<file path="src/sv/tad_ram.sv">
// ---------------------------------------------------------------------------
// tad_ram
// Generic simple dual-port RAM, one write and one registered read port.
// ---------------------------------------------------------------------------
`default_nettype none

module tad_ram #(
  parameter int WIDTH = 8,
  parameter int DEPTH = 64
) (
  input  wire logic                     clk,
  input  wire logic                     wr_en,
  input  wire logic [$clog2(DEPTH)-1:0] wr_addr,
  input  wire logic [WIDTH-1:0]         wr_data,
  input  wire logic [$clog2(DEPTH)-1:0] rd_addr,
  output logic      [WIDTH-1:0]         rd_data
);

  logic [WIDTH-1:0] mem [DEPTH];

  // read-first: a read of the address being written returns the old word
  always_ff @(posedge clk) begin
    rd_data <= mem[rd_addr];
    if (wr_en) begin
      mem[wr_addr] <= wr_data;
    end
  end

endmodule

`default_nettype wire

</file>
<file path="config.mk">
export PLATFORM = sky130hd
export DESIGN_NAME = tad_ram
export DESIGN_NICKNAME = d
export VERILOG_FILES = /design/src/sv/tad_ram.sv
export SDC_FILE = /design/constraint.sdc
export NUM_CORES = 1
export LEC_CHECK = 0
export ABC_CLOCK_PERIOD_IN_PS = 4750
export BUFFER_PORTS_ARGS = -buffer_cell sky130_fd_sc_hd__buf_2
export CAP_MARGIN = 10
export CORE_UTILIZATION = 30
export DETAILED_ROUTE_END_ITERATION = 8
export GPL_ROUTABILITY_DRIVEN = 0
export PLACE_DENSITY_LB_ADDON = 0.12
export SYNTH_ARGS = -nofsm -noshare
export SYNTH_HDL_FRONTEND = slang
export SYNTH_SLANG_ARGS = --single-unit
</file>
<file path="constraint.sdc">
create_clock -name clk -period 4.75 [get_ports clk]
set_clock_uncertainty 0.1 [all_clocks]
set_input_delay 0.2375 -clock clk [delete_from_list [all_inputs] [get_ports clk]]
set_output_delay 0.2375 -clock clk [all_outputs]
set_load 0.02 [all_outputs]
</file>
==> After elaboration in Yosys (flattened, before gate mapping) <==
Memory sizes are Yosys's and may differ from the RTL's. A register that Yosys moved wholly into a read port is not among the register bits.
Cells that the tools add are included.
{ "op_classes": {"n_mux": 2} }
{ "op_table": {"columns": ["op", "n"], "rows": [
  ["1-bit two-way mux", 2]
]} }
{ "word_totals": {"out_inout_bits": 8, "elab_cells": 3, "ramBits": 512, "n_memories": 1, "inputBits": 22, "regBits": 0} }
{ "mem_list": {"columns": ["memory", "depth", "word_bits", "read_ports", "rd_clocked_by_memory_dff", "write_ports", "line", "source"], "rows": [
  ["mem", 64, 8, 1, 1, 1, "19", "logic [WIDTH-1:0] mem [DEPTH];"]
]} }

==> Depth between registers and ports, before layout <==
{ "logic_depth": {"depth_word": 2, "ltp_mapped": 9, "mapped_depth_nobuf": 5} }

==> Worst setup path after synthesis <==
OpenSTA, ideal clock, no wires.
{ "synth_timing": {"path_type": "input to register", "start": "input rd_addr[1]", "end": "register rd_data[3] (read register of mem)", "t_required_ps": 4522, "setup_ps": 128, "n_path_buf": 3, "path_stages": 7, "setup_slack_ps": 2745, "arrival_ps": 1777, "cell_sequence": "buf_4 buf_2 buf_2 mux4_2 mux4_2 o21ai_1 o41ai_1"} }
{ "synth_rtl": {"columns": ["element", "line", "source"], "rows": [
  ["from (decl)", "15", "input wire logic [$clog2(DEPTH)-1:0] rd_addr,"],
  ["to (decl)", "16", "output logic [WIDTH-1:0] rd_data"]
]} }

==> summary.txt <==
Yosys
  • Syn_nets: 962
  • Synth Area in Adders: 0
  • Async set or reset register ratio after synthesis: 0
  • YS warnings: 0
  • Yosys top cell area share: 0.762
  • Count leader, synth: edfxtp_1
  • Simple-Gate Fraction of Synth Area: 0.0339
  • Post-synthesis xor/xnor area fraction: 0
  • Syn Std Cell Area: 20200 um2
  • Largest family of logic cells by synthesized area: multiplexers
  • Ys flop type: edfxtp_1
  • Post-synth EDFFs: slightly above 500
  • Synth Area in Compound Gates: 0.0207
  • Synth Instances: 940
  • Synthesis-stage register bit count: 520
  • Netlist cell types: 40
  • Area leader, netlist: edfxtp_1
  • Top cells by area, synth: edfxtp_1, mux4_2, nor2_1, mux2i_1, dfxtp_1
  • Post-synthesis sequential area ratio: 0.770
  • Synth top cells by count: edfxtp_1, mux4_2, nor2_1
  • Post-Syn Area per Cell: approximately 21 um2
  • Post-synthesis mux area share: 0.159

Floorplanning
  • Die width: 261 um
  • Boundary Pins: 30
  • Area of the core: 66100 um2
  • Initial Utilization: 0.305
  • Core Rows: 94
  • Die height: 261 um
  • Die area: 68300 um2

Worst hold path
  • Worst Hold Class: input pin to flip-flop
  • Worst hold stages: 2
  • Hold EP: mem[52][7]$_DFFE_PP_
  • Origin of the worst min-delay path: wr_data[7]

GRT
  • Vias in the first global route: between 10000 and 15000
  • Tot GR Track Use: 0.152
  • First-pass GRT wire length: 73.4 mm
  • Largest net degree at the start of global routing: between 60 and 70
  • Initial antenna violation count: 1
  • Total gr overflow: 0

Timing
  • RSZ-0062 raised after global routing: no
  • Clock period minus worst slack: 2.65 ns
  • # setup viols final: 0
  • Endpoints failing hold: 0
  • Post-route setup slack: 2.10 ns
  • Worst-margin pin slew: 1.11 ns
  • Fin Setup TNS: 0 ns
  • Slew Limit Fails: 0
  • Max Clk Rate: ~380 MHz
  • Part of the cycle the worst path needs: 0.557
  • Slew headroom: 0.256

Layout
  • Nets@finish: 1021
  • Non-Filler Instances: 1909
  • Fill count: 6227
  • Layout cells sized above 1: 0.254
  • P&R area growth vs syn: 14.5%

Setup path
  • Critical Path End Type: flip-flop
  • Critical path arrival: about 3.0 ns
  • Critical path origin: rd_addr[0]
  • RR Endpoint: rd_data[4]$_DFF_P_
  • Worst EP required: around 5.1 ns
  • Crit-path max FO: 49
  • Setup Crit Path Kind: input pin to flip-flop
  • Type of origin of the critical path: input pin
  • Worst reg2reg path startpoint: mem[21][4]$_DFFE_PP_
  • FF-to-FF setup slack: 2.21 ns
  • Number of cells on the worst reg-to-reg path: 5

Outcome
  • Failing checks: design-rule violations
  • Status: finished, violations left

Clocking
  • Clk_lat worst skew: 0.60 ns
  • Clock tree sinks: 520
  • Clock root buffer: clkbuf_16
  • CTS H-Tree Depth: 2
  • Post-CTS Setup Repair Bufs: 0
  • Clk slew on worst S/H paths: 0.06 ns
  • Clock tree from TritonCTS: built
  • TritonCTS buffer count: 56
  • Max Buffers Root-to-Sink: 3

Place
  • Buffers on Ports: 29
  • Place WS: 1.50 ns
  • HPWL after detailed placement: between 30 and 40 mm
  • Placed Cells: 1804

Run
  • Maxcap violations: 0

Detailed routing
  • Residual DRC count: 6
  • Final ANT Viol Nets: 0
  • Via density: 4.93
  • Drt first-iter violations: around 600
  • Drt total wl: 50.6 mm
  • Vias: 9407
  • DR pass1 iterations: 6
  • DR WL/cell: 26.5 um

Pwr
  • PD cells: 427 nW/um2
  • Worst vdd ir: 0.317 mV
  • Pwr Total: 9.86 mW
  • Lkg Pwr: 7.06 nW
[how the worst max path moves through the flow]
stage,slack (ns),to,cells past startpoint
2_1_floorplan,2.74,rd_data[3]$_DFF_P_,7
3_3_place_gp,1.48,rd_data[4]$_DFF_P_,7
3_5_place_dp,1.50,rd_data[4]$_DFF_P_,7
4_1_cts,2.15,rd_data[4]$_DFF_P_,7
5_1_grt,2.01,rd_data[5]$_DFF_P_,6
6_report,2.10,rd_data[4]$_DFF_P_,7
[layout by cell type (no fill, tap or decap), drive strengths merged, types with 3 or more instances in the layout]
| cell | count |
|---|---|
| nor2b | 14 |
| edfxtp | 512 |
| nand3 | 13 |
| a22oi | 3 |
| mux2 | 13 |
| bufinv | 5 |
| a21oi | 3 |
| o22ai | 8 |
| o2bb2ai | 3 |
| dfxtp | 8 |
| a221oi | 6 |
| o2111ai | 3 |
| nand2 | 19 |
| buf | 51 |
| o21ai | 4 |
| nor3 | 7 |
| mux4 | 126 |
| o221ai | 8 |
| nand3b | 3 |
| clkbuf | 80 |
| a211oi | 4 |
| nand2b | 7 |
| nor2 | 83 |
| clkinv | 18 |
| mux2i | 23 |
[flip-flops by register name (all words and copies together) (netlist names)]
signal / flops
rd_data: 8
mem: 512
[metrics by stage]
step / hold slack (ns) / utilization / cell area (um2)
2_1_floorplan: 0.236 / - / 20200
3_3_place_gp: 0.588 / 0.322 / 21300
3_5_place_dp: 0.573 / 0.322 / 21300
4_1_cts: 0.162 / 0.349 / 23100
5_1_grt: 0.195 / 0.349 / 23100
6_report: 0.203 / 0.349 / 23100
[critical path, cell delays in order]
cell     delay, ns
buf_8         0.41
buf_12        0.27
mux4_2        0.52
mux2_2        0.29
o221a_2       0.26
nor3_1        0.73
o32ai_1       0.17
[cell type report]
type / instances / area, um2 / share of cell area
sequential: 520 / 15500 / 0.673
multi-input combinational: 369 / 4320 / 0.187
clock buffer: 80 / 1550 / 0.0672
tap: 864 / 1080 / 0.0468
timing repair buffer: 52 / 373 / 0.0161
clock inverter: 23 / 230 / 0.00997
antenna: 1 / 2.50 / 0.000108
[metal layers]
layer	share of wire	global-route usage
met5	0	0
met4	0.023	0.0472
met3	0.043	0.0237
met2	0.46	0.238
met1	0.47	0.217
[report_power, final]
group          leakage [nW]  switching [mW]  internal (mW)
logic                  1.52           0.315          0.176
clock network         0.869            1.74           2.53
registers              4.67          0.0168           5.08
[cell families after synthesis]
family	after synthesis
buffers and inverters	51
muxes	162
DFF	520
and+or+nand+nor	153
AOI/OAI and AO/OA	54
[repair_timing]
item	4_1_cts	5_1_grt
hold buffers	1	0
resized for setup	0	0
hold endpoints to repair	3	0
Note: power is estimated with default switching activity, not from simulation.
