`src/sv/tad_pkg.sv`:
```
// ---------------------------------------------------------------------------
// tad_pkg
// Shared constants, widths and payload types of the tile average downscaler.
// ---------------------------------------------------------------------------
`default_nettype none

package tad_pkg;

  // grid and image limits
  localparam int GRID_COLS     = 64;
  localparam int GRID_ROWS     = 32;
  localparam int MAX_IMAGE_DIM = 4096;

  // fixed field widths
  localparam int PIX_W      = 8;
  localparam int DIM_W      = 13;
  localparam int TILE_ROW_W = 5;
  localparam int TILE_COL_W = 6;

  // configuration register map
  localparam int CFG_IDX_W = 1;
  localparam logic [CFG_IDX_W-1:0] CFG_IMAGE_WIDTH  = 1'd0;
  localparam logic [CFG_IDX_W-1:0] CFG_IMAGE_HEIGHT = 1'd1;
  localparam logic [DIM_W-1:0]     IMAGE_WIDTH_RST  = 13'd64;
  localparam logic [DIM_W-1:0]     IMAGE_HEIGHT_RST = 13'd32;

  // derived widths
  localparam int POS_W        = $clog2(MAX_IMAGE_DIM);
  localparam int TW_W         = $clog2(MAX_IMAGE_DIM / GRID_COLS + 1);
  localparam int TH_W         = $clog2(MAX_IMAGE_DIM / GRID_ROWS + 1);
  localparam int COL_IDX_W    = $clog2(GRID_COLS);
  localparam int COL_CNT_W    = $clog2(GRID_COLS) + 1;
  localparam int ROW_CNT_W    = $clog2(GRID_ROWS) + 1;
  localparam int MAX_TILE_PIX = (MAX_IMAGE_DIM / GRID_COLS) * (MAX_IMAGE_DIM / GRID_ROWS);
  localparam int CNT_W        = $clog2(MAX_TILE_PIX + 1);
  localparam int SUM_W        = PIX_W + $clog2(MAX_TILE_PIX);

  // mean = (sum * recip) >> RECIP_SHIFT, plus one correction step
  localparam int RECIP_SHIFT = SUM_W;
  localparam int RECIP_W     = SUM_W + 1;
  localparam int PROD_W      = SUM_W + RECIP_W;
  localparam int QD_W        = PIX_W + CNT_W;

  localparam int OUT_FIFO_DEPTH = 8;

  typedef struct packed {
    logic [SUM_W-1:0] red;
    logic [SUM_W-1:0] green;
    logic [SUM_W-1:0] blue;
  } sums_t;

  localparam int SUMS_W = $bits(sums_t);

  typedef struct packed {
    logic [TILE_ROW_W-1:0] row;
    logic [TILE_COL_W-1:0] col;
    logic [PIX_W-1:0]      avg_red;
    logic [PIX_W-1:0]      avg_green;
    logic [PIX_W-1:0]      avg_blue;
    logic                  last;
  } tile_t;

endpackage

`default_nettype wire

```
`src/sv/tad_fifo.sv`:
```
// ---------------------------------------------------------------------------
// tad_fifo
// Small result queue between the mean pipeline and the tile channel.
// ---------------------------------------------------------------------------
`default_nettype none

module tad_fifo #(
  parameter int DEPTH = 8
) (
  input  wire logic                       clk,
  input  wire logic                       rst,
  input  wire logic                       push,
  input  wire tad_pkg::tile_t             push_data,
  output logic                            out_valid,
  input  wire logic                       out_ready,
  output tad_pkg::tile_t                  out_data,
  output logic [$clog2(DEPTH+1)-1:0]      count
);

  localparam int PTR_W = $clog2(DEPTH);

  tad_pkg::tile_t   mem [DEPTH];
  logic [PTR_W-1:0] wr_ptr;
  logic [PTR_W-1:0] rd_ptr;
  logic             pop;

  assign pop       = out_valid && out_ready;
  assign out_valid = count != '0;
  assign out_data  = mem[rd_ptr];

  // the producer holds off on a full queue, so push never overflows
  always_ff @(posedge clk) begin
    if (rst) begin
      wr_ptr <= '0;
      rd_ptr <= '0;
      count  <= '0;
    end else begin
      if (push) begin
        wr_ptr <= (wr_ptr == PTR_W'(DEPTH - 1)) ? '0 : wr_ptr + 1'b1;
      end
      if (pop) begin
        rd_ptr <= (rd_ptr == PTR_W'(DEPTH - 1)) ? '0 : rd_ptr + 1'b1;
      end
      if (push && !pop) begin
        count <= count + 1'b1;
      end else if (pop && !push) begin
        count <= count - 1'b1;
      end
    end
  end

  always_ff @(posedge clk) begin
    if (push) begin
      mem[wr_ptr] <= push_data;
    end
  end

endmodule

`default_nettype wire

```
`config.mk`:
```
export PLATFORM = sky130hd
export DESIGN_NAME = tad_fifo
export DESIGN_NICKNAME = d
export VERILOG_FILES = /design/src/sv/tad_pkg.sv /design/src/sv/tad_fifo.sv
export SDC_FILE = /design/constraint.sdc
export NUM_CORES = 1
export LEC_CHECK = 0
export ABC_AREA = 1
export BUFFER_PORTS_ARGS = -buffer_cell sky130_fd_sc_hd__buf_2
export CORE_MARGIN = 2
export CORE_UTILIZATION = 40
export CTS_BUF_LIST = sky130_fd_sc_hd__clkbuf_8 sky130_fd_sc_hd__clkbuf_16
export DETAILED_ROUTE_END_ITERATION = 8
export PLACE_DENSITY_LB_ADDON = 0.12
export SLEW_MARGIN = 15
export SYNTH_ARGS = -nofsm -noshare
export SYNTH_HDL_FRONTEND = slang
export SYNTH_SLANG_ARGS = --single-unit
```
`constraint.sdc`:
```
create_clock -name clk -period 5.2 [get_ports clk]
set_input_delay 1.04 -clock clk [delete_from_list [all_inputs] [get_ports clk]]
set_output_delay 1.04 -clock clk [all_outputs]
set_load 0.01 [all_outputs]
```
Word-level counts from Yosys, hierarchy flattened
Memory sizes are Yosys's and may differ from the RTL's. A register that Yosys moved wholly into a read port is not among the register bits. Cells that the tools add are included.

Bits in registers: 10. Memory bits (writable): 288. Word-level logic and storage cells: 25. Memories kept: 1.

Memory list: mem (depth 8, width 36, read ports 1, clocked after memory_dff 1, write ports 1, RTL line tad_fifo.sv:22) `tad_pkg::tile_t mem [DEPTH];`.

Add/sub/neg operators: 4. Eq/ne operators: 2. Mux-type cells: 8. Reduce and logical (&&, ||, !) cells: 7.

Operator list (count): 3-bit 2-to-1 mux (4); 4-bit 2-to-1 mux (2); 3-bit by 1-bit adder with 3-bit output (second input constant) (2); 3-bit equality test (second input constant) (2); 4-bit by 1-bit adder with 4-bit output (second input constant) (1); 4-bit nonzero test (1); 4-bit by 1-bit subtractor with 4-bit output (second input constant) (1); 1-bit logical AND (3); 1-bit logical NOT (2); 1-bit 2-to-1 mux (2); 2-bit nonzero test (1).

Depth between registers and ports, before layout
Depth after elaboration: 5. Mapped depth: 13. Depth with buffers taken out: 13.

Worst setup path after synthesis
No wires, ideal clock.

Path kind: in2reg. Start: input push. End: memory mem[1][0] in the netlist's numbering, enable pin. Setup time: 0.429 ns. Data arrival time: 2.687 ns. Required time: 4.771 ns. Path slack: 2.084 ns. Stages: 2. Cells stage by stage: nand2_1 -> nor2_1.

Word-level cells in the longest chain between the ends: 2.

RTL lines: start: declaration (RTL line tad_fifo.sv:12) `input wire logic push,`; 1-bit 2-to-1 mux (RTL line tad_fifo.sv:53) `if (push) begin`; 1-bit 2-to-1 mux (implied by the code) (RTL line tad_fifo.sv:54) `mem[wr_ptr] <= push_data;`; end: declaration (RTL line tad_fifo.sv:22).

No other way between the ends.

==> out/qor.csv <==
stage;metric;value;unit
sta;period utilization;0.791;
detailed_routing;Remaining DRCs;0;
sta;Tightest Pin Transition;1.11;ns
power;total power;6130;uW
cts;latest clock arrival within the worst-skew pair;0.55;ns
detailed_routing;First DRT Iteration DRCs;492;
cts;CTS Buf Count;31;
detailed_routing;DR pass1 iterations;4;
die;Initial Utilization;0.407;
logic_synthesis;Mean Syn Cell Area;11.5;sq um
power;Internal Pwr Total;4310;uW
cts;Clock Path Buffers;3;
logic_synthesis;Netlist Area Pre-Place;12100;sq um
power;Psw;1820;uW
placed_design;detailed placement HPWL;14500;um
cts;hold buffers post-CTS;0;
power;sequential power share;0.460;
logic_synthesis;Yosys top cell area share;0.714;
sta;worst clock skew;0.00563;ns
setup_path;Worst EP arrival;3.07;ns
sta;RSZ-0062 raised after global routing;no;
cells_and_area;layout cell share with drive strength beyond 1;0.132;
cts;post-CTS setup buffer count;0;
setup_path;Startpoint Class;flop;
logic_synthesis;post-synth cell types;21;
cells_and_area;# diodes;0;
sta;final setup margin;1.09;ns
sta;Final min period;4.11;ns
sta;Final Max Slew Viols;0;
hold_path;Hold Startpoint;wr_ptr[0];
logic_synthesis;YS warnings;0;
flow_run;Max Cap Viol;0;
die;core area;29700;sq um
global_routing;vias in the first global route;7255;
setup_path;critical path's largest stage delay;0.97;ns
power;Max VDD drop;0.000199;V
cts;Post-CTS Resized;0;
die;die extent in x;178;um
setup_path;r2r startpoint;wr_ptr[0];
sta;final setup violating endpoints;0;
setup_path;Setup CP Type;reg2out;
sta;f_max;243;MHz
sta;Slew headroom;0.259;
detailed_routing;final antenna-violating net count;0;
power;sw frac;0.296;
die;# IOs;81;
placed_design;Place WS;1.66;ns
logic_synthesis;Area contributors post-synth;edfxtp_1 71%, nor2_1 9.4%, nand2_1 6.2%;
power;LEAKAGE;0.00514;uW
power;clock share of power;0.329;
cts;clock tree from TritonCTS;done;
global_routing;first-pass GRT wire length;41700;um
hold_path;worst hold stages;2;
die;Die Height;178;um
hold_path;Worst Hold Class;reg2reg;
sta;final setup TNS;0;ns
logic_synthesis;Cells after Synth;1048;
setup_path;CP Max Fanout;98;
detailed_routing;routed via count;7531;
cells_and_area;Layout Utilization;0.465;
cells_and_area;most frequent cells in the layout;294 x nor2_1, 288 x edfxtp_1, 201 x nand2_1;
die;Rows;63;
setup_path;Critical Path RT;4.16;ns
logic_synthesis;count of state elements after synthesis;301;
global_routing;Congestion Overflow GR;0;
placed_design;GP Congestion;0.705;
cells_and_area;P&R area growth vs syn;14.1;%
cts;clk root buf;clkbuf_16;
setup_path;Top cell by count, worst path;nand2_1;
power;combinational share of power;0.211;
cts;Clock Sinks;301;
detailed_routing;vias per cell;4.90;
cells_and_area;most common cell after layout, fill and taps aside;nor2_1;
cts;CTS H-tree lvls;1;
power;pwr dens;444;nW/um^2
die;die area;31700;sq um
setup_path;worst-path cell chain;buf_4, nor2_1, nor2_1, o21ai_0, nand2_1, nand2_1, nand2_1, buf_2;
logic_synthesis;Syn Nets;1096;
logic_synthesis;top cell type by total area after synthesis;edfxtp_1;
run_status;status;complete, no violations;
detailed_routing;drt total wl;27400;um
cells_and_area;layout net count;1172;
setup_path;Critical-path top delay cell;buf_4;
setup_path;FF-to-FF path depth;4;
sta;WHS;0.491;ns
global_routing;antenna violations before repair;1;
logic_synthesis;register area share after synthesis;0.736;
detailed_routing;Wirelength per Cell;17.8;um
global_routing;largest net degree at the start of global routing;109;
cts;CTS clk-pin slew, worst paths;0.06;ns
sta;Final Hold Vio Count;0;
placed_design;PortBufs;80;
global_routing;overall routing resource usage;0.174;
setup_path;Crit. End Element;output pin;
==> state kept, by name (all words and copies together), names as in the netlist, named ones only <==
name,flops
wr_ptr,3
count,4
mem,288
rd_ptr,3
==> power groups by stage <==
stage	registers [uW]	clock network, uW	logic (uW)
3_3_place_gp	2870	0	1310
5_1_grt	2830	2150	1490
4_1_cts	2820	2060	1320
3_5_place_dp	2870	0	1320
6_report	2820	2020	1290
2_1_floorplan	2830	0	948
==> cells in the mapped netlist <==
library cell  instances
nand2_1             201
inv_4                 1
buf_4                 2
buf_2                25
clkinv_1              1
inv_1                14
ha_1                  7
clkbuf_1             13
buf_6                 8
o21ai_1              60
nor2_1              302
a21oi_1               9
buf_1                 5
dfxtp_1              13
edfxtp_1            288
or2_2                 1
nand3_1               7
xor2_1                1
inv_2                 1
fa_1                  1
o21ai_0              88
==> kinds of logic (layout without fill, tap and decap cells) <==
logic type / after synthesis / in the layout / synth area share
and+or+nand+nor: 511 / 511 / 0.159
DFF: 301 / 301 / 0.736
AOI/OAI and AO/OA: 157 / 157 / 0.0649
buffers and inverters: 70 / 170 / 0.0301
adders and majority gates: 8 / 8 / 0.00889
xor gates and xnor gates: 1 / 1 / 0.000724
==> layout make-up <==
type | instances | area, sq um
clock buffer | 36 | 845
clock inverter | 21 | 85.1
fill | 2747 | 15900
inverter | 17 | 66.3
multi-input combinational | 677 | 2890
sequential | 301 | 8910
tap | 390 | 488
timing repair buffer | 96 | 520
==> per-layer routing <==
metal  track usage  part of all wire  up-vias
met4        0.0464             0.021        2
met1         0.233              0.46     3631
met5             0           0.00047        -
li1              -                 -     3729
met2         0.296              0.48      133
met3        0.0263             0.040       36
==> worst max-delay path, delay by kind of cell, from the launching register on <==
kind            cells  cell delay, ns
simple gates        5            0.55
buf+inv             2            1.12
flops               1            0.70
compound gates      1            0.10
==> per-stage QoR <==
| stage | cell area [sq um] | cells |
|---|---|---|
| finish | 13800 | 1538 |
| global route | 13800 | 1538 |
| CTS | 13800 | 1538 |
| detailed placement | 12900 | 1481 |
| global placement | 12900 | 1481 |
| floorplan | 12100 | 1048 |
==> worst paths after layout <==
check                end  slack (ns)
min reg2reg    wr_ptr[0]        0.49
min            wr_ptr[0]        0.49
max          out_data[4]        1.09
max reg2reg   mem[6][17]        3.00
No activity file was read; power rests on OpenSTA's default activity.
