<file path="src/sv/tad_pkg.sv">
// ---------------------------------------------------------------------------
// tad_pkg
// Shared constants, widths and payload types of the tile average downscaler.
// ---------------------------------------------------------------------------
`default_nettype none

package tad_pkg;

  // grid and image limits
  localparam int GRID_COLS     = 64;
  localparam int GRID_ROWS     = 32;
  localparam int MAX_IMAGE_DIM = 4096;

  // fixed field widths
  localparam int PIX_W      = 8;
  localparam int DIM_W      = 13;
  localparam int TILE_ROW_W = 5;
  localparam int TILE_COL_W = 6;

  // configuration register map
  localparam int CFG_IDX_W = 1;
  localparam logic [CFG_IDX_W-1:0] CFG_IMAGE_WIDTH  = 1'd0;
  localparam logic [CFG_IDX_W-1:0] CFG_IMAGE_HEIGHT = 1'd1;
  localparam logic [DIM_W-1:0]     IMAGE_WIDTH_RST  = 13'd64;
  localparam logic [DIM_W-1:0]     IMAGE_HEIGHT_RST = 13'd32;

  // derived widths
  localparam int POS_W        = $clog2(MAX_IMAGE_DIM);
  localparam int TW_W         = $clog2(MAX_IMAGE_DIM / GRID_COLS + 1);
  localparam int TH_W         = $clog2(MAX_IMAGE_DIM / GRID_ROWS + 1);
  localparam int COL_IDX_W    = $clog2(GRID_COLS);
  localparam int COL_CNT_W    = $clog2(GRID_COLS) + 1;
  localparam int ROW_CNT_W    = $clog2(GRID_ROWS) + 1;
  localparam int MAX_TILE_PIX = (MAX_IMAGE_DIM / GRID_COLS) * (MAX_IMAGE_DIM / GRID_ROWS);
  localparam int CNT_W        = $clog2(MAX_TILE_PIX + 1);
  localparam int SUM_W        = PIX_W + $clog2(MAX_TILE_PIX);

  // mean = (sum * recip) >> RECIP_SHIFT, plus one correction step
  localparam int RECIP_SHIFT = SUM_W;
  localparam int RECIP_W     = SUM_W + 1;
  localparam int PROD_W      = SUM_W + RECIP_W;
  localparam int QD_W        = PIX_W + CNT_W;

  localparam int OUT_FIFO_DEPTH = 8;

  typedef struct packed {
    logic [SUM_W-1:0] red;
    logic [SUM_W-1:0] green;
    logic [SUM_W-1:0] blue;
  } sums_t;

  localparam int SUMS_W = $bits(sums_t);

  typedef struct packed {
    logic [TILE_ROW_W-1:0] row;
    logic [TILE_COL_W-1:0] col;
    logic [PIX_W-1:0]      avg_red;
    logic [PIX_W-1:0]      avg_green;
    logic [PIX_W-1:0]      avg_blue;
    logic                  last;
  } tile_t;

endpackage

`default_nettype wire

</file>
<file path="src/sv/tad_mean.sv">
// ---------------------------------------------------------------------------
// tad_mean
// Three-channel tile mean: multiply by the tile reciprocal, then one
// compare-and-correct step to get the exact truncated quotient.
// ---------------------------------------------------------------------------
`default_nettype none

module tad_mean (
  input  wire logic                           clk,
  input  wire logic                           rst,
  input  wire logic                           in_valid,
  input  wire tad_pkg::sums_t                 in_sums,
  input  wire logic [tad_pkg::TILE_ROW_W-1:0] in_row,
  input  wire logic [tad_pkg::TILE_COL_W-1:0] in_col,
  input  wire logic                           in_last,
  input  wire logic [tad_pkg::RECIP_W-1:0]    recip,
  input  wire logic [tad_pkg::CNT_W-1:0]      count,
  output logic                                out_valid,
  output tad_pkg::tile_t                      out_tile,
  output logic [1:0]                          inflight
);

  localparam int SUM_W  = tad_pkg::SUM_W;
  localparam int PROD_W = tad_pkg::PROD_W;
  localparam int QD_W   = tad_pkg::QD_W;
  localparam int PIX_W  = tad_pkg::PIX_W;

  logic [SUM_W-1:0] ch_sum [3];

  // stage a: product with the reciprocal
  logic                           a_valid;
  logic [SUM_W-1:0]               a_sum  [3];
  logic [PROD_W-1:0]              a_prod [3];
  logic [tad_pkg::TILE_ROW_W-1:0] a_row;
  logic [tad_pkg::TILE_COL_W-1:0] a_col;
  logic                           a_last;

  // stage b: estimate (exact or one low) and estimate * count
  logic                           b_valid;
  logic [SUM_W-1:0]               b_sum [3];
  logic [PIX_W-1:0]               b_q0  [3];
  logic [QD_W-1:0]                b_qd  [3];
  logic [tad_pkg::TILE_ROW_W-1:0] b_row;
  logic [tad_pkg::TILE_COL_W-1:0] b_col;
  logic                           b_last;

  logic [PIX_W-1:0] mean [3];

  assign ch_sum[0] = in_sums.red;
  assign ch_sum[1] = in_sums.green;
  assign ch_sum[2] = in_sums.blue;

  always_ff @(posedge clk) begin
    if (rst) begin
      a_valid <= 1'b0;
      b_valid <= 1'b0;
    end else begin
      a_valid <= in_valid;
      b_valid <= a_valid;
    end
  end

  always_ff @(posedge clk) begin
    a_row  <= in_row;
    a_col  <= in_col;
    a_last <= in_last;
    b_row  <= a_row;
    b_col  <= a_col;
    b_last <= a_last;
  end

  for (genvar i = 0; i < 3; i++) begin : g_ch
    logic [SUM_W-1:0] resid;

    always_ff @(posedge clk) begin
      a_sum[i]  <= ch_sum[i];
      a_prod[i] <= PROD_W'(ch_sum[i]) * PROD_W'(recip);
      b_sum[i]  <= a_sum[i];
      b_q0[i]   <= a_prod[i][tad_pkg::RECIP_SHIFT +: PIX_W];
      b_qd[i]   <= QD_W'(a_prod[i][tad_pkg::RECIP_SHIFT +: PIX_W]) * QD_W'(count);
    end

    // estimate never exceeds the true quotient, so the residue is non-negative
    assign resid   = b_sum[i] - SUM_W'(b_qd[i]);
    assign mean[i] = (resid >= SUM_W'(count)) ? b_q0[i] + 1'b1 : b_q0[i];
  end

  assign out_valid          = b_valid;
  assign out_tile.row       = b_row;
  assign out_tile.col       = b_col;
  assign out_tile.avg_red   = mean[0];
  assign out_tile.avg_green = mean[1];
  assign out_tile.avg_blue  = mean[2];
  assign out_tile.last      = b_last;

  assign inflight = {1'b0, a_valid} + {1'b0, b_valid};

endmodule

`default_nettype wire

</file>
<file path="config.mk">
export PLATFORM = sky130hd
export DESIGN_NAME = tad_mean
export DESIGN_NICKNAME = d
export VERILOG_FILES = /design/src/sv/tad_pkg.sv /design/src/sv/tad_mean.sv
export SDC_FILE = /design/constraint.sdc
export NUM_CORES = 2
export LEC_CHECK = 0
export ABC_AREA = 0
export BUFFER_PORTS_ARGS = -buffer_cell sky130_fd_sc_hd__buf_2
export CORE_MARGIN = 1
export CORE_UTILIZATION = 45
export CTS_CLUSTER_DIAMETER = 80
export DETAILED_ROUTE_END_ITERATION = 8
export PLACE_DENSITY = 0.67
export RECOVER_POWER = 50
export SYNTH_ARGS = -nofsm -noshare
export SYNTH_HDL_FRONTEND = slang
export SYNTH_SLANG_ARGS = --single-unit
</file>
<file path="constraint.sdc">
create_clock -name clk -period 11.2 [get_ports clk]
set_clock_uncertainty 0.2 [all_clocks]
set_input_delay 1.68 -clock clk [delete_from_list [all_inputs] [get_ports clk]]
set_output_delay 1.68 -clock clk [all_outputs]
set_load 0.01 [all_outputs]
</file>
* After elaboration in Yosys (flattened, before gate mapping)
Memories as Yosys holds them, arrays and structs flattened.
Cells that the tools add are included.
W data, S select, Z words.
** Word-level totals
- Bits in writable memories :: 345
- Bits in registers :: 26
- Memories :: 5
- Bits of input ports :: 114
- Word-level logic and storage cells :: 32
- Output and inout bits :: 39
** Memory list
- a_prod :: depth 3, width 43, read ports 3, clocked after Yosys merged registers in 0, wr ports 3, line tad_mean.sv:33 : logic [PROD_W-1:0] a_prod [3];
- b_qd :: depth 3, width 22, read ports 3, clocked after Yosys merged registers in 0, wr ports 3, line tad_mean.sv:42 : logic [QD_W-1:0] b_qd [3];
- a_sum :: depth 3, width 21, read ports 3, clocked after Yosys merged registers in 0, wr ports 3, line tad_mean.sv:32 : logic [SUM_W-1:0] a_sum [3];
- b_sum :: depth 3, width 21, read ports 3, clocked after Yosys merged registers in 0, wr ports 3, line tad_mean.sv:40 : logic [SUM_W-1:0] b_sum [3];
- b_q0 :: depth 3, width 8, read ports 3, clocked after Yosys merged registers in 0, wr ports 3, line tad_mean.sv:41 : logic [PIX_W-1:0] b_q0 [3];
** Operators by class
- Muxes and demuxes :: 3
- Order comparisons :: 3
- Multipliers :: 6
- $add $sub $neg :: 7
** Operator list (count)
- $mul A21 B22 Y43 :: 3
- $mul A8 B14 Y22 :: 3
- $ge A21 B14 Y1 :: 3
- $sub A21 B21 Y21 :: 3
- $add A8 B1 Y8 const B :: 3
- $mux W8 :: 3
- $add A1 B1 Y2 :: 1

* Logic depth before layout (Yosys ltp)
- Depth after elaboration :: 3
- Depth in mapped cells :: 29

* Least setup slack after synthesis
OpenSTA, ideal clock, no wires.
- Path kind :: in2reg
- From :: input recip[14] (netlist bit)
- To :: memory a_prod[0][71] (netlist bit)
- Stages on the path :: 26
- Arrival time :: 7.978 ns
- Setup slack :: 2.904 ns
- Data required time :: 10.882 ns
- Path buffers :: 2
- Path through :: clkbuf_1 -> clkbuf_1 -> and2_1 -> fa_1 -> fa_1 -> inv_1 -> fa_1 -> inv_1 -> fa_1 -> fa_1 -> fa_1 -> inv_1 -> fa_1 -> inv_1 -> ha_1 -> a21o_1 -> a21o_1 -> a21oi_1 -> o21ai_0 -> o21a_1 -> or3_4 -> a31o_2 -> a21oi_2 -> o21bai_1 -> a21oi_2 -> xnor2_1
** RTL lines
- start: declaration :: line tad_mean.sv:16 : input wire logic [tad_pkg::RECIP_W-1:0] recip,
- end: declaration :: line tad_mean.sv:33

==> reports/qor_table.md <==
| Step | Result | Value |
| --- | --- | --- |
| final layout | Most frequent cells in the layout | inv_1, fa_1, and2_1 |
| die | Std-Cell Core Area | 115000 um^2 |
| final layout | Fill cell total of the finished layout | 10.9k |
| setup path | Type of element launching the critical path | primary input |
| placed design | DP Wirelength | 103 mm |
| cts | Clk sinks | 263 |
| timing | Final period util | 77.8% |
| timing | RSZ-0062 raised after global routing | no |
| cts | TritonCTS clock tree | built |
| setup path | Cell seen most often among critical-path stages | fa_1 |
| final layout | Count of nets after finishing | 7400 |
| synth | EDFF count, synth | 0 |
| placed design | Port buffer count | 152 |
| hold path | Hold crit path type | flop to flop |
| placed design | Placed cell areas | 54300 um^2 |
| cts | Buffers from clock root to sink, at most | 3 |
| cts | CTS Root Buffer Type | clkbuf_16 |
| synth | Flip-flop cell with the highest count after synthesis | dfxtp_1 |
| final layout | Sequential cell area | 5270 um^2 |
| grt | Gr ovfl total | 0 |
| synth | Gate count after technology mapping | 5760 |
| cts | CTS H-tree lvls | 1 |
| cts | Buffers inserted by post-CTS timing repair | 0 |
| timing | Setup violators final | 0 |
| synth | Net count after synthesis | 7435 |
| setup path | Worst path arrival time | 8.95 ns |
| routing | DRT Pass-1 Iters | 6 |
| synth | Sequential share of the synthesized area | 10.1% |
| routing | Via density per instance | 5.13 |
| timing | Clock period minus worst slack | 8.72 ns |
| grt | Pin count of the biggest net entering global routing | 64 |
| grt | Fraction of met3 tracks used by global routing | 2.79% |
| placed design | RePlAce Congestion | 0.905 |
| timing | Measured slew at the worst slew-check pin | 1.53 ns |
| run | Max-capacitance violation count | 2 |
| routing | Post-detailed-route wirelength per cell | 18.9 um |
| grt | Overall Global Routing Usage | 24.2% |
| setup path | Critical path capture point type | flop |
| cts | Clock insertion delay at the later pin of the skew report | 0.57 ns |
| grt | Met2 demand-to-capacity share in global routing | 40.0% |
| cts | Post-CTS clock slew at the launch and capture registers of the worst setup and hold paths | 0.07 ns |
| setup path | Cell with the largest stage delay on the worst path | buf_2 |
| synth | FFs w/ async S/R, synth | 0% |
| setup path | Highest fanout seen on the critical path | 37 |
| timing | Maximum frequency from static timing analysis | 115 MHz |
| final layout | Multi-input gate area in the final layout | 40900 um^2 |
| final layout | Cell area after layout | 55300 um^2 |
| die | IO Pins | 153 |
| die | Die height | 343 um |
| routing | Vias after detailed routing | 37.2k |
| routing | Drt total wl | 137 mm |
| setup path | Worst setup path category | primary input to flop |
| timing | Number of endpoints with negative hold slack in the final report | 0 |
| synth | Count of unique library cells instantiated by Yosys | 83 |
| outcome | Run status | complete, but fails checks |
| timing | Final Slew Violations | 24 |
| cts | Resized cells post-CTS | 0 |
| setup path | Worst path max stage delay | 0.84 ns |
| routing | Final ANT Viol Nets | 0 |
| timing | Normalized max-slew margin | -2.29% |
| timing | Post-route worst hold slack | 0.123 ns |
| synth | Post-Syn Area per Cell | 9.08 um^2 |
| final layout | Utilization after layout | 48.2% |
| grt | Wire length of the first global-routing pass | 223 mm |
| cts | Post-cts hold buffer count | 0 |
| grt | Number of antenna violations at the first check in global routing | 17 |
| die | Effective utilization at floorplan | 45.6% |
| grt | GRT busiest layer | met2 |
| routing | Number of violations reported at the end of detailed-routing iteration 0 | 2558 |
| setup path | Worst path required time | 11.44 ns |
| cts | Number of clock buffers inserted by TritonCTS | 28 |
| synth | Number of flip-flops and latches in the synthesized netlist | 263 |
| die | Die width | 343 um |
| final layout | Share of cells above drive strength 1 | 4.16% |
| synth | Total of warnings raised by yosys | 0 |
| final layout | Most common library cell in the layout ignoring fill and taps | inv_1 |
| grt | Global routing met1 resource utilization | 34.5% |
| synth | Netlist Area Pre-Place | 52300 um^2 |
| routing | Number of DRC violations after detailed routing | 0 |
| grt | Vias in the first global route | 39.9k |
| timing | Setup tns final | 0 ns |
| final layout | Area growth syn-to-layout | 5.78% |
| outcome | Violations in the final reports | capacitance limit, slew limit |
| die | Number of placement rows | 124 |
| die | Area of the die | 118000 um^2 |
==> kinds of logic (layout without fill, tap and decap cells) <==
| family | count (synthesis) | count (layout) | synth area share, % |
|---|---|---|---|
| AOI/OAI and AO/OA | 322 | 322 | 4.14 |
| muxes | 11 | 11 | 0.249 |
| DFF | 263 | 263 | 10.1 |
| buffers and inverters | 1622 | 1609 | 11.7 |
| xor gates and xnor gates | 218 | 218 | 3.65 |
| and+or+nand+nor | 1763 | 1763 | 17.4 |
| adders and majority gates | 1561 | 1561 | 52.8 |
| other | 0 | 3 | 0 |
==> routing by layer <==
| metal | routed length, um | part of all wire, % |
|---|---|---|
| met4 | 2720 | 2.0 |
| met5 | 26 | 0.019 |
| met2 | 64300 | 47 |
| met3 | 9250 | 6.8 |
| met1 | 60600 | 44 |
==> critical path: cells and delay by family <==
kind	cells	cell delay [ns]
buffers and inverters	6	1.43
AO/OA/AOI/OAI	9	1.56
adder cells (fa/ha/maj)	8	3.62
XOR/XNOR	1	0.08
AND/OR/NAND/NOR	2	0.56
==> stage by stage <==
stage,cells,setup WS [ns]
2_1_floorplan,5760,2.90
3_3_place_gp,7207,2.10
3_5_place_dp,7207,1.94
4_1_cts,7259,2.56
5_1_grt,7261,2.17
6_report,7262,2.48
==> worst paths after layout <==
kind                                      end           from  cells past startpoint  slack [ns]
worst max-delay path            a_prod[0][71]       recip[7]                     26        2.48
worst min-delay path             b_sum[0][45]   a_sum[0][45]                      0        0.12
worst max register to register    b_qd[0][17]  a_prod[0][26]                     19        5.32
worst min register to register   b_sum[0][45]   a_sum[0][45]                      0        0.12
==> state kept, by name, indices dropped and copies added, names as in the netlist, 5 cells and up <==
signal and flops:
a_sum 63, b_qd 63, b_sum 63, a_prod 24
b_q0 24, a_col 6, b_col 6, a_row 5
b_row 5
==> cells in the mapped netlist (31+ instances only) <==
library cell | number | area (um^2)
dfxtp_1 | 263 | 5270
ha_1 | 481 | 6020
o21ai_0 | 59 | 295
nor3_1 | 31 | 155
a21oi_1 | 97 | 485
xnor2_1 | 173 | 1520
clkbuf_1 | 260 | 976
nor2_1 | 91 | 342
a21o_1 | 36 | 270
nand2_1 | 685 | 2570
inv_1 | 1360 | 5100
xor2_1 | 45 | 394
and2_1 | 814 | 5090
fa_1 | 1080 | 21600
==> area by class of cell <==
| type | count | area share [%] |
|---|---|---|
| Antenna cell | 3 | 0.0136 |
| Timing Repair Buffer | 197 | 1.88 |
| Sequential cell | 263 | 9.52 |
| Inverter | 1360 | 9.23 |
| Clock inverter | 21 | 0.588 |
| Tap cell | 1512 | 3.42 |
| Clock buffer | 31 | 1.36 |
| Multi-Input combinational cell | 3875 | 74.0 |
Power is not shown: default switching activity piles up to over one toggle a cycle in this logic, so the estimate is an artifact.
