[config.mk]
export PLATFORM = sky130hd
export DESIGN_NAME = tad_divider
export DESIGN_NICKNAME = d
export VERILOG_FILES = /design/src/sv/tad_divider.sv
export SDC_FILE = /design/constraint.sdc
export NUM_CORES = 1
export LEC_CHECK = 0
export BUFFER_PORTS_ARGS = -buffer_cell sky130_fd_sc_hd__buf_2
export CAP_MARGIN = 10
export CORE_MARGIN = 2
export CORE_UTILIZATION = 55
export CTS_CLUSTER_DIAMETER = 150
export DETAILED_ROUTE_END_ITERATION = 10
export PLACE_DENSITY = 0.87
export REMOVE_ABC_BUFFERS = 1
export SLEW_MARGIN = 30
export SYNTH_ARGS = -nofsm -noshare
export SYNTH_HDL_FRONTEND = slang
export SYNTH_SLANG_ARGS = --single-unit
[constraint.sdc]
create_clock -name clk -period 6.2 [get_ports clk]
set_input_delay 1.86 -clock clk [delete_from_list [all_inputs] [get_ports clk]]
set_output_delay 1.86 -clock clk [all_outputs]
set_load 0.03 [all_outputs]
[src/sv/tad_divider.sv]
// ---------------------------------------------------------------------------
// tad_divider
// Restoring divider, one quotient bit per cycle; used at setup time only.
// ---------------------------------------------------------------------------
`default_nettype none

module tad_divider #(
  parameter int NUM_W = 12,
  parameter int DEN_W = 7
) (
  input  wire logic             clk,
  input  wire logic             rst,
  input  wire logic             start,
  input  wire logic [NUM_W-1:0] numer,
  input  wire logic [DEN_W-1:0] denom,
  output logic                  busy,
  output logic      [NUM_W-1:0] quotient,
  output logic      [DEN_W-1:0] remainder
);

  localparam int STEP_W = $clog2(NUM_W + 1);

  logic [STEP_W-1:0] steps;
  logic [NUM_W-1:0]  quo;
  logic [DEN_W-1:0]  rem;
  logic [DEN_W:0]    trial;
  logic [DEN_W:0]    diff;
  logic              ge;

  assign trial = {rem, quo[NUM_W-1]};
  assign ge    = trial >= {1'b0, denom};
  assign diff  = trial - {1'b0, denom};

  always_ff @(posedge clk) begin
    if (rst) begin
      steps <= '0;
    end else if (start) begin
      steps <= STEP_W'(NUM_W);
    end else if (steps != '0) begin
      steps <= steps - 1'b1;
    end
  end

  // dividend bits shift out of the top while quotient bits shift in below
  always_ff @(posedge clk) begin
    if (start) begin
      quo <= numer;
      rem <= '0;
    end else if (steps != '0) begin
      quo <= {quo[NUM_W-2:0], ge};
      rem <= ge ? diff[DEN_W-1:0] : trial[DEN_W-1:0];
    end
  end

  assign busy      = steps != '0;
  assign quotient  = quo;
  assign remainder = rem;

endmodule

`default_nettype wire

# --- After elaboration in Yosys (flattened, before gate mapping) ---
# Index checks and enable logic that the tools add are counted.
word_totals:
  regBits: 23
  input_bits: 22
  out_inout_bits: 20
op_classes:
  n_addsub: 2
  magnitude_cmp: 1
  n_mux: 5
  reduce_logical: 3
op_table:
  columns: ["cell", "count"]
  rows:
  - ["12-bit two-way mux", 2]
  - ["8-bit by 7-bit greater-or-equal comparator with 1-bit output", 1]
  - ["4-bit two-way mux", 2]
  - ["7-bit two-way mux", 1]
  - ["7-bit subtractor", 1]
  - ["4-bit nonzero test", 1]
  - ["4-bit by 1-bit subtractor with 4-bit output (second input constant)", 1]
  - ["2-bit nonzero test", 1]
  - ["2-bit OR reduction", 1]

# --- Depth between registers and ports, before layout ---
# Gate-level depths: netlist of the first run.
logic_depth:
  depth_word: 3
  mapped_depth: 9

# --- Worst setup path before layout of the first run ---
# Ideal clock, no wire load.
synth_path:
  path_kind: "in2reg"
  start: "input denom[0]"
  end: "register rem[1] (netlist: remainder[1])"
  arrival_ps: 3433
  required_time_ps: 6078
  path_slack_ps: 2645
  cell_stages: 8
  path_buffers: 1
  path_cell_list: "ha_1 -> fa_1 -> nand2b_1 -> a211oi_2 -> nor3_2 -> buf_6 -> and4_4 -> a311o_1"
synth_via:
  elab_chain_len: 2
synth_lines:
  columns: ["item", "line_no", "rtl"]
  rows:
  - ["from (decl)", "15", "input wire logic [DEN_W-1:0] denom,"]
  - ["7-bit subtractor or 8-bit by 7-bit greater-or-equal comparator with 1-bit output (tied branches)", "32, 31", null]
  - ["7-bit two-way mux *", "51", "rem <= ge ? diff[DEN_W-1:0] : trial[DEN_W-1:0];"]
  - ["to (signal assigned)", "51", null]
  - ["to (decl)", "25", "logic [DEN_W-1:0] rem;"]
# Every way passes the cells marked *; elsewhere a longest branch is shown, timed or not.
# A chain may end at the register's enable or synchronous reset.

# --- Worst setup path in the final report of the first run ---
layout_path:
  start: "input denom[5]"
  end: "register rem[0] (netlist: remainder[0])"
layout_via:
  elab_chain_len: 2
layout_lines:
  columns: ["item", "line_no", "rtl"]
  rows:
  - ["8-bit by 7-bit greater-or-equal comparator with 1-bit output", "31", "assign ge = trial >= {1'b0, denom};"]
  - ["7-bit two-way mux", "51", null]
# No other way between the ends.

==> results of run 1 <==
[worst max path at each step]
stage                         from                   endpoint  cells after the start
after detailed placement  denom[5]  remainder[0]$_SDFFE_PP0P_                      8
after global routing      denom[5]  remainder[0]$_SDFFE_PP0P_                      8
after global placement    denom[5]  remainder[0]$_SDFFE_PP0P_                      8
after CTS                 denom[5]  remainder[0]$_SDFFE_PP0P_                      8
final                     denom[5]  remainder[0]$_SDFFE_PP0P_                      8
after floorplan           denom[5]  remainder[0]$_SDFFE_PP0P_                      7
[worst reg2reg max path, delay by kind of cell, from the launching register on]
family                     cells  cell delay [ns]
adders and majority gates      2             0.40
buffers and inverters          1             0.08
and+or+nand+nor                2             0.77
DFF                            1             0.40
AOI/OAI and AO/OA              2             0.30
muxes                          1             0.41
[layout make-up]
cell class                 count  share of cell area
clock buffer                   4             0.01604
inverter                      14             0.03209
multi-input combinational     94              0.4492
sequential                    23              0.3545
tap                           30             0.02292
timing repair buffer          41              0.1253
[placed cells by master (no fill, tap or decap)]
master,n
nor2b_1,1
nand2_1,4
ha_1,9
o21ai_1,1
nor3_2,1
a31oi_1,2
nand2b_1,2
mux2i_1,5
a211oi_2,2
xor2_1,3
edfxtp_1,12
clkbuf_4,3
or3_1,1
inv_1,13
o21ai_0,1
a311o_1,1
and2_1,1
mux2_2,11
mux2_1,1
dfxtp_1,11
nor3_1,6
a211oi_1,3
inv_2,1
a311oi_2,2
xnor2_1,2
a21oi_1,9
a31o_1,2
nand4_1,1
fa_1,1
and4_4,1
nor4_1,2
nor2_1,16
clkbuf_1,1
buf_2,41
nand3_2,1
a2111oi_0,1
and3_1,1
[registers in the layout, indices dropped and copies added, names as in the netlist]
register / flops
steps: 4
quotient: 12
remainder: 7
[power breakdown]
part           internal [uW]  switching (uW)
sequential               200            26.1
combinational            131             214
clock                   25.1            41.9
total                    356             282
[cell usage after synthesis, types with 2 or more instances]
master     n
nor2_1    16
inv_1     13
edfxtp_1  12
dfxtp_1   11
mux2_2    11
a21oi_1    9
ha_1       9
nor3_1     6
mux2i_1    5
nand2_1    4
a211oi_1   3
xor2_1     3
a211oi_2   2
a311oi_2   2
a31o_1     2
a31oi_1    2
buf_1      2
nand2b_1   2
nor4_1     2
xnor2_1    2
[layer usage]
metal	global-route usage	wire length (um)	vias to the layer above
li1	-	-	573
met1	0.2350	1184	521
met2	0.3333	1433	21
met3	0.02186	79	4
met4	0.1125	49	0
met5	0	0	-
[cell families after synthesis]
logic type | Yosys count
simple gates | 38
buf+inv | 19
flops | 23
xor+xnor | 5
mux | 17
compound gates | 24
fa+ha+maj | 10
[per-stage QoR]
step	utilization	power, uW	hold WS (ns)
6_report	0.6734	637.2	0.5217
5_1_grt	0.6734	680.1	0.5690
4_1_cts	0.6734	639.3	0.5244
3_5_place_dp	0.6626	572.5	0.5084
3_3_place_gp	0.6626	558.2	0.4992
2_1_floorplan	-	488.0	0.4828
==> results.yml, run 1 <==
synth:
  synth_compound_area_frac: 0.1299
  synth_area_sq_um: 1396
  synth-simple-area-share: 0.1380
  synth.mux.area_fraction: 0.1326
  synth_cell_types: 38
  synth_edf_count: 12
  syn_inst: 136
  yosys_warnings: 0
  synth_seq_cells: 23
  synth_ff_type: "edfxtp_1"
  avgSynthCellArea_sq_um: 10.27
  synth-async-reset-ratio: 0
  synth_xor_area_frac: 0.03136
  synth_area_leader_cell: "edfxtp_1"
  synth_top_family_by_area: "simple AND/OR/NAND/NOR gates"
  yosysSeqAreaShare: 0.4158
  synth-adder-area-share: 0.09498
  synth_top_area_share: 0.2581
  netlist_top_cells_area: "edfxtp_1 (26%), dfxtp_1 (16%), mux2_2 (8.9%)"
power_and_ir_drop:
  p_leak_uw: 0.0007430
  ir_drop_mv: 0.2306
  p_per_area_nw_per_um2: 389.1
critical_path:
  crit_chain: "buf_2, inv_1, ha_1, a21oi_1, o21ai_1, nor3_2, mux2_1, a211oi_2"
  regToRegSetupSlack_ns: 3.78
  cp_top_family: "simple AND/OR/NAND/NOR gates"
  r2r_cells: 8
  cpPeakStageDelay_ns: 0.67
  timing.rr.start: "quotient[11]$_DFFE_PP_"
  cp.buffers_inverters: 2
  cp_slowest_cell: "nor3_2"
  cp-end-kind: "flop"
  reg2reg_to: "remainder[0]$_SDFFE_PP0P_"
  critPathArrivalTime_ns: 3.86
  cp.required_ns: 6.44
  cp_max_fo: 11
  crit_path_start_kind: "input pin"
  critical_path_class: "in2reg"
timing:
  hold_violations: 0
  fin_crit_ns: 3.621
  fin_skew_ns: 0.01412
  rsz0062_at_grt: "false"
  setup_viol: 0
  fin_ws_ns: 2.579
  fmax_mhz: 276.2
  slew_viol_final: 0
  fin_crit_sh: 0.5840
  worst_pin_slew_ns: 0.7900
  maxSlewHeadroom: 0.4705
  setup_tns_ns: 0
clock_tree:
  cts_buffer_depth: 2
  clock_latency_ns: 0.31
  ctsResizeCount: 0
  cts_tree: "yes"
  path_clk_slew_ns: 0.12
  postCtsHoldBufs: 0
  cts_root_buf: "clkbuf_4"
  post_cts_buffers: 0
  cts_buffers: 3
  h-tree-depth: 1
  cts_sinks: 23
floorplan:
  rows: 18
  die-area_sq_um: 2958
  core_area_sq_um: 2432
  ios: 42
  die_h_um: 54.39
  start_util: 0.5741
  die_x_um: 54.39
placed_design:
  post_dp_cell_area_sq_um: 1612
  portBuffers: 41
  pre_cts_ws_ns: 2.258
  dpl.hpwl_um: 2134
  dp_cells: 202
  place_congestion: 0.9002
flow_run:
  max-cap-violations: 0
finish:
  final_cells: 206
  area_delta_synth_final_pct: 17.29
  drive_above_1_share: 0.3580
  antennaDiodeCount: 0
  regArea_sq_um: 580.6
  final_cell_area_sq_um: 1638
  nets: 209
  multi_input_area_sq_um: 735.7
  fill_cells: 215
drt:
  first_iter_violations: 10
  drt-wirelength-per-cell_um: 13.33
  vias_per_cell: 5.432
  ant_nets: 0
  drc: 0
  vias: 1119
  firstDrtPassIters: 4
  routed_wl_um: 2747
global_routing:
  grt_max_degree: 23
  grt_pass1_wl_um: 4119
  grt_antenna_before_repair: 0
  grt_usage: 0.1948
  first_global_vias: 1009
  grt-ovfl-total: 0
worst_hold_path:
  holdPathEnd: "steps[1]$_SDFFE_PP0P_"
  hp-start: "steps[1]$_SDFFE_PP0P_"
  hold_class: "reg2reg"
  hold_depth: 2
status:
  status: "completed"
(Power assumes the default switching activity.)
==> run 2: changes to the inputs <==
--- a/config.mk
+++ b/config.mk
@@ -8,10 +8,10 @@
 export BUFFER_PORTS_ARGS = -buffer_cell sky130_fd_sc_hd__buf_2
 export CAP_MARGIN = 10
 export CORE_MARGIN = 2
-export CORE_UTILIZATION = 55
+export CORE_UTILIZATION = 51
 export CTS_CLUSTER_DIAMETER = 150
 export DETAILED_ROUTE_END_ITERATION = 10
-export PLACE_DENSITY = 0.87
+export PLACE_DENSITY = 0.81
 export REMOVE_ABC_BUFFERS = 1
 export SLEW_MARGIN = 30
 export SYNTH_ARGS = -nofsm -noshare
==> constraint.sdc (replaced) <==
create_clock -name clk -period 3.41 [get_ports clk]
set_input_delay 1.023 -clock clk [delete_from_list [all_inputs] [get_ports clk]]
set_output_delay 1.023 -clock clk [all_outputs]
set_load 0.03 [all_outputs]
==> run 2 against run 1 <==
Sequential power grew 82%. Utilization is 2.9 points lower. Global-route usage shrank 1.5 points. Design area about the same. Clock-buffer cell count fell by 1. Power rose by 81%. Sequential share of layout area is essentially flat. Critical path depth did not move. Final cell count stayed put. Hold slack gained 0.025 ns. Highest routed layer unchanged.
==> results.yml, run 2 (same netlist as run 1, synthesis figures left out) <==
placed_design:
  portBuffers: 41
  post_dp_cell_area_sq_um: 1612
  dpl.hpwl_um: 2128
  place_congestion: 0.9104
  dp_cells: 202
  pre_cts_ws_ns: 0.3219
timing:
  fin_crit_sh: 0.8137
  setup_viol: 0
  setup_tns_ns: 0
  maxSlewHeadroom: 0.4817
  rsz0062_at_grt: "false"
  fin_ws_ns: 0.6352
  worst_pin_slew_ns: 0.7732
  fin_hold_ws_ns: 0.5468
  fmax_mhz: 360.4
  fin_crit_ns: 2.775
  hold_violations: 0
  slew_viol_final: 0
  fin_skew_ns: 0.004059
finish:
  antennaDiodeCount: 0
  nets: 209
  regArea_sq_um: 580.6
  fill_cells: 240
  final_cell_area_sq_um: 1639
  drive_above_1_share: 0.3636
  final_cells: 206
  final_common_cell: "buf_2"
  largest_reg_flops: 12
  multi_input_area_sq_um: 735.7
  most-common-layout-cells: "buf_2 (41), nor2_1 (16), inv_1 (13)"
  area_delta_synth_final_pct: 17.38
global_routing:
  grt_usage: 0.1794
  grt-ovfl-total: 0
  grt_max_degree: 23
  grt_antenna_before_repair: 0
  first_global_vias: 1066
  grt_pass1_wl_um: 4533
floorplan:
  rows: 18
  die-area_sq_um: 3173
  die_x_um: 56.33
  die_h_um: 56.33
  start_util: 0.5487
  ios: 42
  core_area_sq_um: 2545
worst_hold_path:
  hold_class: "reg2reg"
  hold_depth: 2
clock_tree:
  postCtsHoldBufs: 0
  cts_buffers: 3
  post_cts_buffers: 0
  path_clk_slew_ns: 0.12
  cts_buffer_depth: 2
  h-tree-depth: 1
  cts_tree: "yes"
  cts_sinks: 23
  clock_latency_ns: 0.30
  ctsResizeCount: 0
  cts_root_buf: "clkbuf_4"
drt:
  vias: 1104
  firstDrtPassIters: 4
  routed_wl_um: 2656
  vias_per_cell: 5.359
  first_iter_violations: 16
  drc: 0
  ant_nets: 0
  drt-wirelength-per-cell_um: 12.89
critical_path:
  cp_max_fo: 11
  cp-end-kind: "flop"
  critPathArrivalTime_ns: 3.01
  crit_path_start_kind: "input pin"
  r2r_cells: 8
  cp.required_ns: 3.65
  critical_path_class: "in2reg"
power_and_ir_drop:
  p_leak_uw: 0.0007457
  p_per_area_nw_per_um2: 703.2
  ir_drop_mv: 0.4091
flow_run:
  max-cap-violations: 0
status:
  status: "completed"
-- run 2: changes by cell type in the layout (fill, tap and decap cells not counted), sizes merged --
cell and delta:
clkinv +1, clkbuf -1
-- run 2: path summary, 6_finish.rpt --
kind | startpoint | endpoint | slack, ns
max | denom[5] | remainder[0]$_SDFFE_PP0P_ | 0.64
min | steps[1]$_SDFFE_PP0P_ | steps[1]$_SDFFE_PP0P_ | 0.55
max reg2reg | quotient[11]$_DFFE_PP_ | remainder[0]$_SDFFE_PP0P_ | 1.07
min reg2reg | steps[1]$_SDFFE_PP0P_ | steps[1]$_SDFFE_PP0P_ | 0.55
-- run 2: cell type report --
| cell class | instances | share of cell area |
|---|---|---|
| Timing Repair Buffer | 41 | 0.1252 |
| Multi-Input combinational cell | 94 | 0.4489 |
| Clock inverter | 1 | 0.003053 |
| Clock buffer | 3 | 0.01374 |
| Inverter | 14 | 0.03206 |
| Tap cell | 30 | 0.02290 |
| Sequential cell | 23 | 0.3542 |
-- run 2: worst max-delay path: stages --
cell,delay (ns)
buf_2,0.07
inv_1,0.03
ha_1,0.38
a21oi_1,0.16
o21ai_1,0.09
nor3_2,0.66
mux2_1,0.39
a211oi_2,0.20
-- run 2: per-stage QoR --
stage	util	power [uW]
2_1_floorplan	-	887.2
3_3_place_gp	0.6332	1019
3_5_place_dp	0.6332	1037
4_1_cts	0.6441	1161
5_1_grt	0.6441	1238
6_report	0.6441	1153
-- run 2: report_power, final --
part | leakage, uW | internal [uW] | switching [uW]
Sequential | 0.000215 | 363 | 48.9
Combinational | 0.000513 | 237 | 383
Clock | 0.0000177 | 43.7 | 76.8
Total | 0.000746 | 644 | 509
-- run 2: metal layers --
layer  global-route usage  part of all wire  wire length (um)
met5                    0                 0                 0
met4              0.06122             0.013                34
met3              0.01843             0.032                86
met2               0.3328              0.51              1354
met1               0.2135              0.44              1180
